## config.mk

```make
export PLATFORM = sky130hd
export DESIGN_NAME = json_string_unescaper
export DESIGN_NICKNAME = d
export VERILOG_FILES = /design/src/rtl/core/jsu_pkg.sv /design/src/rtl/core/json_string_unescaper.sv
export SDC_FILE = /design/constraint.sdc
export NUM_CORES = 1
export LEC_CHECK = 0
export BUFFER_PORTS_ARGS = -buffer_cell sky130_fd_sc_hd__clkbuf_2
export CORE_MARGIN = 1
export CORE_UTILIZATION = 60
export CTS_BUF_LIST = sky130_fd_sc_hd__clkbuf_16
export DETAILED_ROUTE_END_ITERATION = 8
export PLACE_DENSITY = 0.86
export SLEW_MARGIN = 20
export SYNTH_ARGS = -nofsm -noshare
export SYNTH_HDL_FRONTEND = slang
export SYNTH_SLANG_ARGS = --single-unit
```

## constraint.sdc

```tcl
create_clock -name aclk -period 11.3 [get_ports aclk]
set_input_delay 2.26 -clock aclk [delete_from_list [all_inputs] [get_ports aclk]]
set_output_delay 2.26 -clock aclk [all_outputs]
set_load 0.01 [all_outputs]
```

## src/rtl/core/jsu_pkg.sv

```systemverilog
// Shared types, codes and helpers for the JSON string unescaper.
package jsu_pkg;

    // Result slots one text byte can cause: three UTF-8 bytes plus an end status
    localparam int MAX_RESULTS = 4;
    localparam int SLOT_W      = $clog2(MAX_RESULTS);

    // Default depth of the result bundle queue (power of two, at least 2)
    localparam int QUEUE_DEPTH = 4;

    localparam logic [7:0] CH_QUOTE     = 8'h22;
    localparam logic [7:0] CH_BACKSLASH = 8'h5C;
    localparam logic [7:0] CH_SLASH     = 8'h2F;
    localparam logic [7:0] CH_LOWER_U   = 8'h75;

    localparam logic [7:0] UTF8_CONT    = 8'h80;
    localparam logic [7:0] UTF8_LEAD2   = 8'hC0;
    localparam logic [7:0] UTF8_LEAD3   = 8'hE0;

    typedef enum logic [2:0] {
        MODE_AWAIT  = 3'd0,
        MODE_STRING = 3'd1,
        MODE_ESCAPE = 3'd2,
        MODE_HEX    = 3'd3,
        MODE_DONE   = 3'd4
    } mode_t;

    typedef enum logic [2:0] {
        ST_DATA     = 3'd0,
        ST_COMPLETE = 3'd1,
        ST_NOTSTR   = 3'd2,
        ST_BADESC   = 3'd3,
        ST_BADHEX   = 3'd4,
        ST_UNTERM   = 3'd5
    } status_t;

    // All results caused by one text byte
    typedef struct packed {
        logic [MAX_RESULTS-1:0][7:0] bytes;
        status_t [MAX_RESULTS-1:0]   stat;
        logic [SLOT_W-1:0]           last_slot;
    } bundle_t;

    // Hex digit decode; valid is low for a non-hex byte
    typedef struct packed {
        logic       valid;
        logic [3:0] value;
    } hex_t;

    function automatic hex_t hex_decode(input logic [7:0] c);
        hex_t h;
        h.valid = 1'b1;
        h.value = 4'd0;
        if (c >= 8'h30 && c <= 8'h39) begin
            h.value = 4'(c - 8'h30);
        end else if (c >= 8'h61 && c <= 8'h66) begin
            h.value = 4'(c - 8'h57);
        end else if (c >= 8'h41 && c <= 8'h46) begin
            h.value = 4'(c - 8'h37);
        end else begin
            h.valid = 1'b0;
        end
        return h;
    endfunction

    // Simple escape map; valid is low for an unknown escape letter
    typedef struct packed {
        logic       valid;
        logic [7:0] value;
    } esc_t;

    function automatic esc_t escape_map(input logic [7:0] c);
        esc_t e;
        e.valid = 1'b1;
        e.value = 8'h00;
        unique case (c)
            CH_QUOTE:     e.value = CH_QUOTE;
            CH_BACKSLASH: e.value = CH_BACKSLASH;
            CH_SLASH:     e.value = CH_SLASH;
            8'h6E:        e.value = 8'h0A;
            8'h72:        e.value = 8'h0D;
            8'h74:        e.value = 8'h09;
            8'h62:        e.value = 8'h08;
            8'h66:        e.value = 8'h0C;
            default:      e.valid = 1'b0;
        endcase
        return e;
    endfunction

endpackage

```

## src/rtl/core/json_string_unescaper.sv

```systemverilog
// JSON string unescaper: byte decoder with a queue of per-byte result bundles.
//
//  channel | dir | ports                                  | carries
//  --------+-----+----------------------------------------+------------------------------
//  s_      | in  | s_valid s_ready s_data_byte            | one byte of JSON text
//          |     | s_start_new s_text_ends                |
//  m_      | out | m_valid m_ready m_out_byte m_status    | one decoded byte or a status
//          |     | m_last                                 |
//
// Cycles: one text byte per cycle while the queue has room; its 0..4 results enter the bundle
// queue in one pass and are registered before leaving, one per cycle while m_ready is high.
// A \u escape spends six text bytes for at most four results, so one byte per cycle holds.
// Reset (aresetn low, synchronous) awaits the opening quote and empties the queue.
// A stalled m_ready holds the head result; s_ready drops only when the queue is full.
module json_string_unescaper #(
    parameter int QUEUE_DEPTH = jsu_pkg::QUEUE_DEPTH
) (
    input  logic       aclk,
    input  logic       aresetn,

    input  logic       s_valid,
    output logic       s_ready,
    input  logic [7:0] s_data_byte,
    input  logic       s_start_new,
    input  logic       s_text_ends,

    output logic       m_valid,
    input  logic       m_ready,
    output logic [7:0] m_out_byte,
    output logic [2:0] m_status,
    output logic       m_last
);

    localparam int PTR_W = $clog2(QUEUE_DEPTH);
    localparam int CNT_W = $clog2(QUEUE_DEPTH + 1);
    localparam int SLOT_W = jsu_pkg::SLOT_W;

    // Parse state
    jsu_pkg::mode_t mode_reg, mode_next;
    logic [1:0]     hex_cnt_reg, hex_cnt_next;
    logic [15:0]    code_reg, code_next;

    // Result bundle queue
    jsu_pkg::bundle_t  queue_mem [QUEUE_DEPTH];
    logic [PTR_W-1:0]  wr_ptr_reg, rd_ptr_reg;
    logic [CNT_W-1:0]  count_reg, count_next;
    logic [SLOT_W-1:0] slot_reg;

    jsu_pkg::bundle_t  bundle;
    jsu_pkg::bundle_t  head;
    logic [2:0]        res_cnt;
    logic              s_fire, m_fire, push, pop;

    assign s_ready = (count_reg != CNT_W'(QUEUE_DEPTH));
    assign s_fire  = s_valid && s_ready;
    assign push    = s_fire && (res_cnt != 3'd0);

    assign head       = queue_mem[rd_ptr_reg];
    assign m_valid    = (count_reg != '0);
    assign m_out_byte = head.bytes[slot_reg];
    assign m_status   = head.stat[slot_reg];
    assign m_last     = (slot_reg == head.last_slot);
    assign m_fire     = m_valid && m_ready;
    assign pop        = m_fire && m_last;

    // Decode one text byte: next parse state and the bundle of results it causes.
    always_comb begin
        jsu_pkg::hex_t hd;
        jsu_pkg::esc_t es;
        logic [15:0]   cp;

        hd = jsu_pkg::hex_decode(s_data_byte);
        es = jsu_pkg::escape_map(s_data_byte);
        cp = {code_reg[11:0], hd.value};

        mode_next    = mode_reg;
        hex_cnt_next = hex_cnt_reg;
        code_next    = code_reg;
        res_cnt      = 3'd0;
        bundle.bytes = '0;
        bundle.stat  = '{default: jsu_pkg::ST_DATA};

        if (s_start_new || mode_reg == jsu_pkg::MODE_AWAIT) begin
            // Restart: abandon any open string and check for the opening quote
            hex_cnt_next = 2'd0;
            code_next    = 16'd0;
            if (s_data_byte == jsu_pkg::CH_QUOTE) begin
                mode_next = jsu_pkg::MODE_STRING;
            end else begin
                mode_next                 = jsu_pkg::MODE_DONE;
                bundle.stat[res_cnt[1:0]] = jsu_pkg::ST_NOTSTR;
                res_cnt                   = res_cnt + 3'd1;
            end
        end else begin
            unique case (mode_reg)
                jsu_pkg::MODE_STRING: begin
                    if (s_data_byte == jsu_pkg::CH_QUOTE) begin
                        mode_next                 = jsu_pkg::MODE_DONE;
                        bundle.stat[res_cnt[1:0]] = jsu_pkg::ST_COMPLETE;
                        res_cnt                   = res_cnt + 3'd1;
                    end else if (s_data_byte == jsu_pkg::CH_BACKSLASH) begin
                        mode_next = jsu_pkg::MODE_ESCAPE;
                    end else begin
                        bundle.bytes[res_cnt[1:0]] = s_data_byte;
                        res_cnt                    = res_cnt + 3'd1;
                    end
                end
                jsu_pkg::MODE_ESCAPE: begin
                    if (s_data_byte == jsu_pkg::CH_LOWER_U) begin
                        mode_next    = jsu_pkg::MODE_HEX;
                        hex_cnt_next = 2'd0;
                        code_next    = 16'd0;
                    end else if (es.valid) begin
                        mode_next                  = jsu_pkg::MODE_STRING;
                        bundle.bytes[res_cnt[1:0]] = es.value;
                        res_cnt                    = res_cnt + 3'd1;
                    end else begin
                        mode_next                 = jsu_pkg::MODE_DONE;
                        bundle.stat[res_cnt[1:0]] = jsu_pkg::ST_BADESC;
                        res_cnt                   = res_cnt + 3'd1;
                    end
                end
                jsu_pkg::MODE_HEX: begin
                    if (!hd.valid) begin
                        mode_next                 = jsu_pkg::MODE_DONE;
                        bundle.stat[res_cnt[1:0]] = jsu_pkg::ST_BADHEX;
                        res_cnt                   = res_cnt + 3'd1;
                    end else begin
                        code_next = cp;
                        if (hex_cnt_reg == 2'd3) begin
                            // Fourth digit: emit the code point as UTF-8
                            hex_cnt_next = 2'd0;
                            mode_next    = jsu_pkg::MODE_STRING;
                            if (cp < 16'h0080) begin
                                bundle.bytes[0] = cp[7:0];
                                res_cnt         = 3'd1;
                            end else if (cp < 16'h0800) begin
                                bundle.bytes[0] = jsu_pkg::UTF8_LEAD2 | {3'b000, cp[10:6]};
                                bundle.bytes[1] = jsu_pkg::UTF8_CONT | {2'b00, cp[5:0]};
                                res_cnt         = 3'd2;
                            end else begin
                                bundle.bytes[0] = jsu_pkg::UTF8_LEAD3 | {4'b0000, cp[15:12]};
                                bundle.bytes[1] = jsu_pkg::UTF8_CONT | {2'b00, cp[11:6]};
                                bundle.bytes[2] = jsu_pkg::UTF8_CONT | {2'b00, cp[5:0]};
                                res_cnt         = 3'd3;
                            end
                        end else begin
                            hex_cnt_next = hex_cnt_reg + 2'd1;
                        end
                    end
                end
                default: begin
                    // Finished (and unreachable codes): drop the byte silently
                end
            endcase
        end

        // Text ran out with the string still open: append the unterminated status
        if (s_text_ends && (mode_next == jsu_pkg::MODE_STRING ||
                            mode_next == jsu_pkg::MODE_ESCAPE ||
                            mode_next == jsu_pkg::MODE_HEX)) begin
            mode_next                 = jsu_pkg::MODE_DONE;
            bundle.stat[res_cnt[1:0]] = jsu_pkg::ST_UNTERM;
            res_cnt                   = res_cnt + 3'd1;
        end

        bundle.last_slot = SLOT_W'(res_cnt - 3'd1);
    end

    always_comb begin
        count_next = count_reg;
        if (push && !pop) begin
            count_next = count_reg + CNT_W'(1);
        end else if (!push && pop) begin
            count_next = count_reg - CNT_W'(1);
        end
    end

    // Control state
    always_ff @(posedge aclk) begin
        if (!aresetn) begin
            mode_reg    <= jsu_pkg::MODE_AWAIT;
            hex_cnt_reg <= 2'd0;
            code_reg    <= 16'd0;
            wr_ptr_reg  <= '0;
            rd_ptr_reg  <= '0;
            count_reg   <= '0;
            slot_reg    <= '0;
        end else begin
            if (s_fire) begin
                mode_reg    <= mode_next;
                hex_cnt_reg <= hex_cnt_next;
                code_reg    <= code_next;
            end
            if (push) begin
                wr_ptr_reg <= wr_ptr_reg + PTR_W'(1);
            end
            if (pop) begin
                rd_ptr_reg <= rd_ptr_reg + PTR_W'(1);
                slot_reg   <= '0;
            end else if (m_fire) begin
                slot_reg <= slot_reg + SLOT_W'(1);
            end
            count_reg <= count_next;
        end
    end

    // Queue storage: hold bundles until their last result leaves
    always_ff @(posedge aclk) begin
        if (push) begin
            queue_mem[wr_ptr_reg] <= bundle;
        end
    end

endmodule

```

* Yosys cells after proc, flatten, opt, wreduce, memory -nomap -nowiden
Memories as Yosys holds them, arrays and structs flattened. A register that Yosys moved wholly into a read port is not among the register bits.
Index checks and enable logic that the tools add are counted.
** Word-level totals
- Output and inout port bits :: 14
- Logic and storage cells :: 149
- Memories :: 1
- Input port bits :: 14
- Register bits after elaboration :: 26
- RAM bits :: 152
** Memory list
- queue_mem :: words 4, bits a word 38, rd ports 1, clocked after Yosys merged registers in 1, write ports 1, RTL line json_string_unescaper.sv:44 : jsu_pkg::bundle_t queue_mem [QUEUE_DEPTH];
** Operators by class
- Mux-type cells :: 71
- Reduce and logical (&&, ||, !) cells :: 24
- Bitwise operators :: 4
- $lt $le $gt $ge :: 11
- Equal/unequal tests :: 20
- Add/sub/neg operators :: 11
** Operators by type and width (count)
- two-way mux 24 bit :: 3
- == test 8 x 7 -> 1 bit (second input constant) :: 7
- two-way mux 8 bit :: 7
- one-hot mux 7 bit (8 select lines) :: 1
- two-way mux 3 bit :: 18
- two-way mux 12 bit :: 4
- two-way mux 16 bit :: 2
- one-hot mux 3 bit (3 select lines) :: 3
- two-way mux 2 bit :: 12
- one-hot mux 12 bit (2 select lines) :: 1
- one-hot mux 8 bit (3 select lines) :: 1
- binary-select mux 8 bit (select 2 bit) :: 1
- == test 8 x 6 -> 1 bit (second input constant) :: 2
- >= comparator 8 x 7 -> 1 bit (second input constant) :: 2
- less-or-equal comparator 8 x 7 -> 1 bit (second input constant) :: 2
- < comparator 16 x 12 -> 1 bit (second input constant) :: 1
- < comparator 16 x 8 -> 1 bit (second input constant) :: 1
- two-way mux 14 bit :: 1
- == test 3 x 2 -> 1 bit (second input constant) :: 4
- two-way mux 4 bit :: 3
- logical AND 1 bit :: 11
- two-way mux 1 bit :: 11
- inequality test 3 bit (second input constant) :: 3
- nonzero test 3 bit :: 3
- other kinds (27) :: 37

* Longest topological paths before layout
Gate-level depths: netlist of the first run.
- Depth in word-level cells :: 20
- Mapped depth :: 18
- Depth with buffers taken out :: 18

* Worst setup path before layout of the first run
No wires, ideal clock.
- Kind :: input port to flip-flop
- Start :: in s_data_byte[4]
- End :: reg count_reg[2]
- Path buffers :: 1
- Data arrival time :: 5926 ps
- Data required time :: 11224 ps
- Slack :: 5298 ps
- Setup time :: 76 ps
- Cell stages on the path :: 17
- Cell sequence :: buf_2 -> nor4b_1 -> o311a_2 -> or2_1 -> a21oi_1 -> o32ai_1 -> inv_2 -> ha_1 -> mux2_4 -> ha_1 -> o22ai_4 -> ha_1 -> inv_1 -> fa_1 -> xor2_1 -> or3_1 -> a21boi_0
** On the way
- Word-level cells in the longest chain between the ends :: 19
- Elaborated cells on any way between the ends :: 61
- Those cells by class :: add/sub: 1; order compare: 8; eq/ne: 12; mux: 27; reduce/logical: 13
** RTL lines
- from (decl) :: RTL line json_string_unescaper.sv:23 : input logic [7:0] s_data_byte,
- >= comparator 8 x 7 -> 1 bit / less-or-equal comparator 8 x 7 -> 1 bit (equally long branches) :: RTL line jsu_pkg.sv:58 : end else if (c >= 8'h41 && c <= 8'h46) begin
- logical AND 1 bit :: RTL line jsu_pkg.sv:58
- two-way mux 4 bit :: RTL line jsu_pkg.sv:58
- two-way mux 4 bit :: RTL line jsu_pkg.sv:56 : end else if (c >= 8'h61 && c <= 8'h66) begin
- two-way mux 4 bit :: RTL line jsu_pkg.sv:54 : if (c >= 8'h30 && c <= 8'h39) begin
- < comparator 16 x 12 -> 1 bit :: RTL line json_string_unescaper.sv:137 : end else if (cp < 16'h0800) begin
- two-way mux 1 bit :: RTL line json_string_unescaper.sv:137
- two-way mux 2 bit :: RTL line json_string_unescaper.sv:134 : if (cp < 16'h0080) begin
- (+4 left out)
- adder 3 x 1 -> 3 bit :: RTL line json_string_unescaper.sv:164 : res_cnt = res_cnt + 3'd1;
- two-way mux 3 bit * :: RTL line json_string_unescaper.sv:159 : if (s_text_ends && (mode_next == jsu_pkg::MODE_STRING ||
- nonzero test 3 bit * :: RTL line json_string_unescaper.sv:56 : assign push = s_fire && (res_cnt != 3'd0);
- logical AND 1 bit * :: RTL line json_string_unescaper.sv:56
- via push :: RTL line json_string_unescaper.sv:52 : logic s_fire, m_fire, push, pop;
- logical NOT 1 bit :: RTL line json_string_unescaper.sv:174 : end else if (!push && pop) begin
- logical AND 1 bit :: RTL line json_string_unescaper.sv:174
- nonzero test 2 bit (no source line)
- to (signal assigned) :: RTL line json_string_unescaper.sv:204 : count_reg <= count_next;
- to (decl) :: RTL line json_string_unescaper.sv:46 : logic [CNT_W-1:0] count_reg, count_next;
Mark *: on every way through the listed nets, which the timed path passes. The rest lies on a longest branch.
A chain may end at the register's enable or synchronous reset.

* Final worst setup path of the first run
- Start :: in s_data_byte[0]
- End :: reg count_reg[2]
Same word-level chain as after synthesis.

==> results of run 1 <==
cell type report:
cell class | count | area share
tap | 143 | 0.0227
timing repair buffer | 34 | 0.0238
inverter | 16 | 0.00763
clock buffer | 17 | 0.0540
clock inverter | 15 | 0.0211
multi-input combinational | 335 | 0.342
sequential | 148 | 0.529
metrics by stage:
| step | instance area [sq um] | cells | util | setup slack, ns |
|---|---|---|---|---|
| 3_5_place_dp | 7280 | 676 | 0.638 | 4.68 |
| 3_3_place_gp | 7280 | 676 | 0.638 | 4.80 |
| 2_1_floorplan | 7020 | 522 | - | 5.30 |
| 4_1_cts | 7870 | 708 | 0.690 | 5.08 |
| 5_1_grt | 7870 | 708 | 0.690 | 4.76 |
| 6_report | 7870 | 708 | 0.690 | 5.07 |
layout by cell type, fill, tap and decap left out, drive strengths merged, types with 8 or more instances in the layout:
cell	count
edfxtp	120
nand2	49
clkbuf	44
nor2	32
mux4	30
dfxtp	28
a21oi	28
o21ai	21
nand3	20
inv	20
and2	18
ha	15
nor3	13
mux2i	12
a22oi	11
nor2b	11
a21boi	8
layer usage:
layer  global-route usage  share of wire
met1                0.365           0.40
met2                0.471           0.49
met3               0.0700          0.077
met4                0.133          0.035
met5                    0              0
worst reg2reg max path, stage by stage, from the launching register on:
cell and delay [ns]:
dfxtp_1 0.33, nor4_1 0.45, nand2b_1 0.42, o21ai_0 0.29, a21oi_1 0.09, o32ai_1 0.53
inv_2 0.12, ha_1 0.32, mux2_4 0.26, ha_1 0.22, o22ai_4 0.27, ha_1 0.23
inv_1 0.06, fa_1 0.37, xor2_1 0.17, or3_1 0.29, a21boi_0 0.17
logic make-up (layout without fill, tap and decap cells):
logic type,Yosys count,in the layout,share of synthesized area
simple gates,171,171,0.133
compound gates,97,97,0.0951
flops,148,148,0.593
buf+inv,39,82,0.0240
mux,44,44,0.117
fa+ha+maj,16,16,0.0296
xor+xnor,7,7,0.00873
final timing paths:
kind	from	end	slack, ns
min	code_reg[11]$_SDFFE_PN0P_	code_reg[11]$_SDFFE_PN0P_	0.48
max	s_data_byte[0]	count_reg[2]$_SDFFE_PN0P_	5.07
min reg2reg	code_reg[11]$_SDFFE_PN0P_	code_reg[11]$_SDFFE_PN0P_	0.48
max reg2reg	code_reg[9]$_SDFFE_PN0P_	count_reg[2]$_SDFFE_PN0P_	6.63
synthesized netlist by cell type (4+ instances only):
master	number
nor2b_1	10
nor3_1	11
a22oi_1	11
edfxtp_1	120
nand3_1	20
nor2_1	28
and2_1	18
o22ai_1	4
mux2i_1	12
clkbuf_1	9
inv_1	15
a21boi_1	7
ha_1	15
a21oi_1	26
nand2_1	49
buf_2	12
dfxtp_1	28
o21ai_0	18
xnor2_1	4
mux4_2	30
power by group:
part	internal (mW)	switching (mW)	total, mW
clock	0.344	0.216	0.561
sequential	0.646	0.0288	0.675
combinational	0.133	0.176	0.310
total	1.12	0.421	1.55
==> results.cfg, run 1 <==
[run_status]
status = finished, final reports clean

[synth]
yosysTopAreaCell = edfxtp_1
async_reset_ff_frac = 0
synth_top_area_frac = 0.513
ys_dominant_reg_cell = edfxtp_1
syn_inst = 522
ys_seq_area_frac = 0.593
synthTopCellsByArea = edfxtp_1 (51%), mux4_2 (9.6%), dfxtp_1 (8.0%)
netlist_area_sq_um = 7020
synth.avg_cell_area_sq_um = 13.5
synth_edf_count = 120
ys_ff_latch = 148
synth_nets = 552
yosysWarnings = 0
yosysUniqueCellTypes = 71

[cts]
postCtsSetupRepairBufs = 0
cts_buffers = 17
htreeDepth = 4
clk_pin_slew_ns = 0.06
clock_latency_ns = 0.42
cts_root_buffer = clkbuf_16
cts.path.max_buffers = 2
cts_tree = built
clock-sinks = 148
cts-resized-gates = 0
cts_hold_buf = 0

[worst_setup_path]
cp.depth = 18
path_common_cell = ha_1
crit_fanout = 9
cpLargestDelayFamily = adder cells
reg2reg_depth = 16
cp.arrival_ns = 6.58
path_buf_inv = 4
cp_cell_sequence = clkbuf_2 -> inv_1 -> ha_1 -> nand4b_1 -> nor3_2 -> o21ai_0 -> o32ai_1 -> inv_2 -> ha_1 -> mux2_4 -> ha_1 -> o22ai_4 -> ha_1 -> inv_1 -> fa_1 -> xor2_1 -> or3_1 -> a21boi_0
max_stage_delay_ns = 0.52
critPathKind = in2reg
end_kind = register
cp_slowest_cell = o32ai_1
worst_setup_path_start_kind = primary input
required_ns = 11.65

[sta]
holdWs_ns = 0.479
maxSlewHeadroom = 0.358
worstMarginPinSlew_ns = 0.955
skew_ns = 0.00991
finalHoldViolCount = 0
setup_violations = 0
rsz0062_at_grt = no
fmax_mhz = 161
tns_ns = 0
period_minus_slack_ns = 6.23
fin_crit_sh = 0.551
drv_slew = 0

[detailed_routing]
avgViaCountPerCell = 6.54
routedWlPerCell_um = 22.6
ant_nets = 0
drt_first_pass_iters = 5
vias = 4632
drc = 0
dr.first_iter.drc_count = 555
totalWireLength_um = 16000

[floorplanning]
ioPinCount = 28
row_count = 39
die_w_um = 110
core_sq_um = 11400
die_area_sq_um = 12100
fp.dieH_um = 110
start_util = 0.615

[finish]
largest_register_ffs = 120
drive_above_1_share = 0.207
seq_area_sq_um = 4170
area_delta_synth_final_pct = 12.1
nets = 582
n_fill_cell = 741
multiInputGateArea_sq_um = 2690
diodes = 0

[power_and_ir_drop]
power.density_nw_per_um2 = 196
ir_drop_v = 0.000181
power.leakage_nw = 2.68
p_total_mw = 1.55

[global_route]
grt_antenna_before_repair = 0
grt_max_degree = 31
grt_pass1_vias = 4580
track_usage = 0.288
grt_pass1_wl_um = 24800
overflow = 0

[min_path]
hold_path_depth = 2
hold_class = reg2reg

[place]
portBuffers = 27
dp_hpwl_um = 10000
gp_congestion = 0.940

[flow_run]
drv_cap = 0
No activity file was read; power rests on OpenSTA's default activity.
==> run 2, diff against run 1 <==
clock period = 5.75 ns   (was 11.3 ns; I/O delays follow)
==> run 2 against run 1 <==
Against the previous run:
- the flow now finishes with violations (design-rule violations)
- via count increased by 0.41%
- non-clock buffer count increased by 3
- die area stayed put
- combinational power up 94%
- critical endpoint unchanged
- largest cell class unchanged
- highest routed layer unchanged
==> results.cfg, run 2 (synthesis results as in run 1) <==
[sta]
worstMarginPinSlew_ns = 0.972
period_minus_slack_ns = 5.05
finalHoldViolCount = 0
fmax_mhz = 198
skew_ns = 0.00931
rsz0062_at_grt = no
maxSlewHeadroom = 0.350
tns_ns = 0
fin_ws_ns = 0.699
setup_violations = 0
drv_slew = 0
fin_crit_sh = 0.878

[min_path]
hold_class = reg2reg
whs_endpoint = code_reg[11]$_SDFFE_PN0P_
hold_path_depth = 2
worstHoldStart = code_reg[11]$_SDFFE_PN0P_

[detailed_routing]
vias = 4651
dr.first_iter.drc_count = 566
drc = 2
ant_nets = 0
drt_first_pass_iters = 7
routedWlPerCell_um = 21.9
totalWireLength_um = 15500
avgViaCountPerCell = 6.54

[cts]
cts.path.max_buffers = 2
cts_root_buffer = clkbuf_16
cts_buffers = 17
htreeDepth = 4
clock_latency_ns = 0.42
cts_hold_buf = 0
cts_tree = built
cts-resized-gates = 0
postCtsSetupRepairBufs = 0
clock-sinks = 148
clk_pin_slew_ns = 0.06

[power_and_ir_drop]
power.density_nw_per_um2 = 379
ir_drop_v = 0.000289
power.leakage_nw = 2.68

[worst_setup_path]
path_common_cell = ha_1
crit_fanout = 7
reg2reg_from = code_reg[8]$_SDFFE_PN0P_
reg2reg_slack_ns = 0.81
cp_slowest_cell = o32ai_1
critPathKind = in2reg
worst_setup_path_start_kind = primary input
required_ns = 6.10
max_stage_delay_ns = 0.53
cp.arrival_ns = 5.40
cp_cell_sequence = clkbuf_2 -> inv_1 -> ha_1 -> o21bai_1 -> a21oi_2 -> or2_1 -> a21oi_1 -> o32ai_1 -> inv_2 -> ha_1 -> mux2_4 -> ha_1 -> o22ai_4 -> ha_1 -> inv_1 -> fa_1 -> xor2_1 -> or3_1 -> a21boi_0
rr_endpoint = count_reg[2]$_SDFFE_PN0P_
reg2reg_depth = 16
end_kind = register

[place]
dp_hpwl_um = 10000
gp_congestion = 0.948
preCtsSetupSlack_ns = 0.300
portBuffers = 27

[floorplanning]
start_util = 0.615
die_w_um = 110
row_count = 39
ioPinCount = 28
fp.dieH_um = 110
die_area_sq_um = 12100
core_sq_um = 11400

[global_route]
grt_antenna_before_repair = 0
grt_pass1_wl_um = 24200
grt_pass1_vias = 4480
grt_max_degree = 31
overflow = 0
track_usage = 0.278

[flow_run]
drv_cap = 0

[run_status]
status = complete, but fails checks
violations = design-rule violations

[finish]
largest_register_ffs = 120
mostFrequentLayoutCell = edfxtp_1
nets = 585
mostFrequentLayoutCells = edfxtp_1 (120), nand2_1 (49), mux4_2 (30)
drive_above_1_share = 0.213
area_delta_synth_final_pct = 12.1
diodes = 0
==> run 2: cell types whose count changed in the layout (fill, tap and decap cells not counted) <==
| cell | previous run | this run |
|---|---|---|
| buf_4 | 7 | 10 |
| clkinvlp_4 | 1 | 3 |
| inv_1 | 18 | 17 |
| inv_6 | 1 | 2 |
| clkinv_2 | 2 | 4 |
| clkinv_4 | 4 | 1 |
| bufinv_16 | 3 | 2 |
==> run 2: cell type report <==
type	count	area (sq um)
timing repair buffer	37	210
inverter	16	60.1
multi-input combinational	335	2690
tap	143	179
fill	770	3550
sequential	148	4170
clock buffer	17	425
clock inverter	15	140
==> run 2: worst max-delay path, delay by kind of cell <==
kind,cells,cell delay [ns]
and+or+nand+nor,2,0.51
AOI/OAI and AO/OA,6,1.48
buffers and inverters,4,0.42
muxes,1,0.26
adders and majority gates,5,1.39
xor gates and xnor gates,1,0.18
==> run 2: how the worst max path moves through the flow <==
stage	from	end	slack, ns	depth (start not counted)
3_5_place_dp	s_data_byte[0]	count_reg[2]$_SDFFE_PN0P_	0.30	19
2_1_floorplan	s_data_byte[4]	count_reg[2]$_SDFFE_PN0P_	0.86	17
4_1_cts	s_data_byte[0]	count_reg[2]$_SDFFE_PN0P_	0.74	19
5_1_grt	s_data_byte[0]	count_reg[2]$_SDFFE_PN0P_	0.41	19
3_3_place_gp	s_data_byte[0]	count_reg[2]$_SDFFE_PN0P_	0.47	19
6_report	s_data_byte[0]	count_reg[2]$_SDFFE_PN0P_	0.70	19
==> run 2: routing by layer <==
metal | share of wire | global-route usage
met5 | 0 | 0
met4 | 0.025 | 0.110
met3 | 0.090 | 0.0641
met2 | 0.49 | 0.450
met1 | 0.39 | 0.364
==> run 2: stage by stage <==
| stage | area (sq um) | utilization | instances | hold WS, ns | power [mW] |
|---|---|---|---|---|---|
| floorplan | 7020 | - | 522 | 0.434 | 1.76 |
| global placement | 7300 | 0.640 | 679 | 0.439 | 1.92 |
| detailed placement | 7300 | 0.640 | 679 | 0.461 | 1.95 |
| CTS | 7870 | 0.689 | 711 | 0.471 | 3.00 |
| global route | 7870 | 0.689 | 711 | 0.505 | 3.12 |
| finish | 7870 | 0.689 | 711 | 0.479 | 2.98 |
==> run 2: power breakdown <==
| group | switching [mW] | internal (mW) |
|---|---|---|
| Sequential | 0.0581 | 1.27 |
| Combinational | 0.338 | 0.263 |
| Clock | 0.421 | 0.633 |
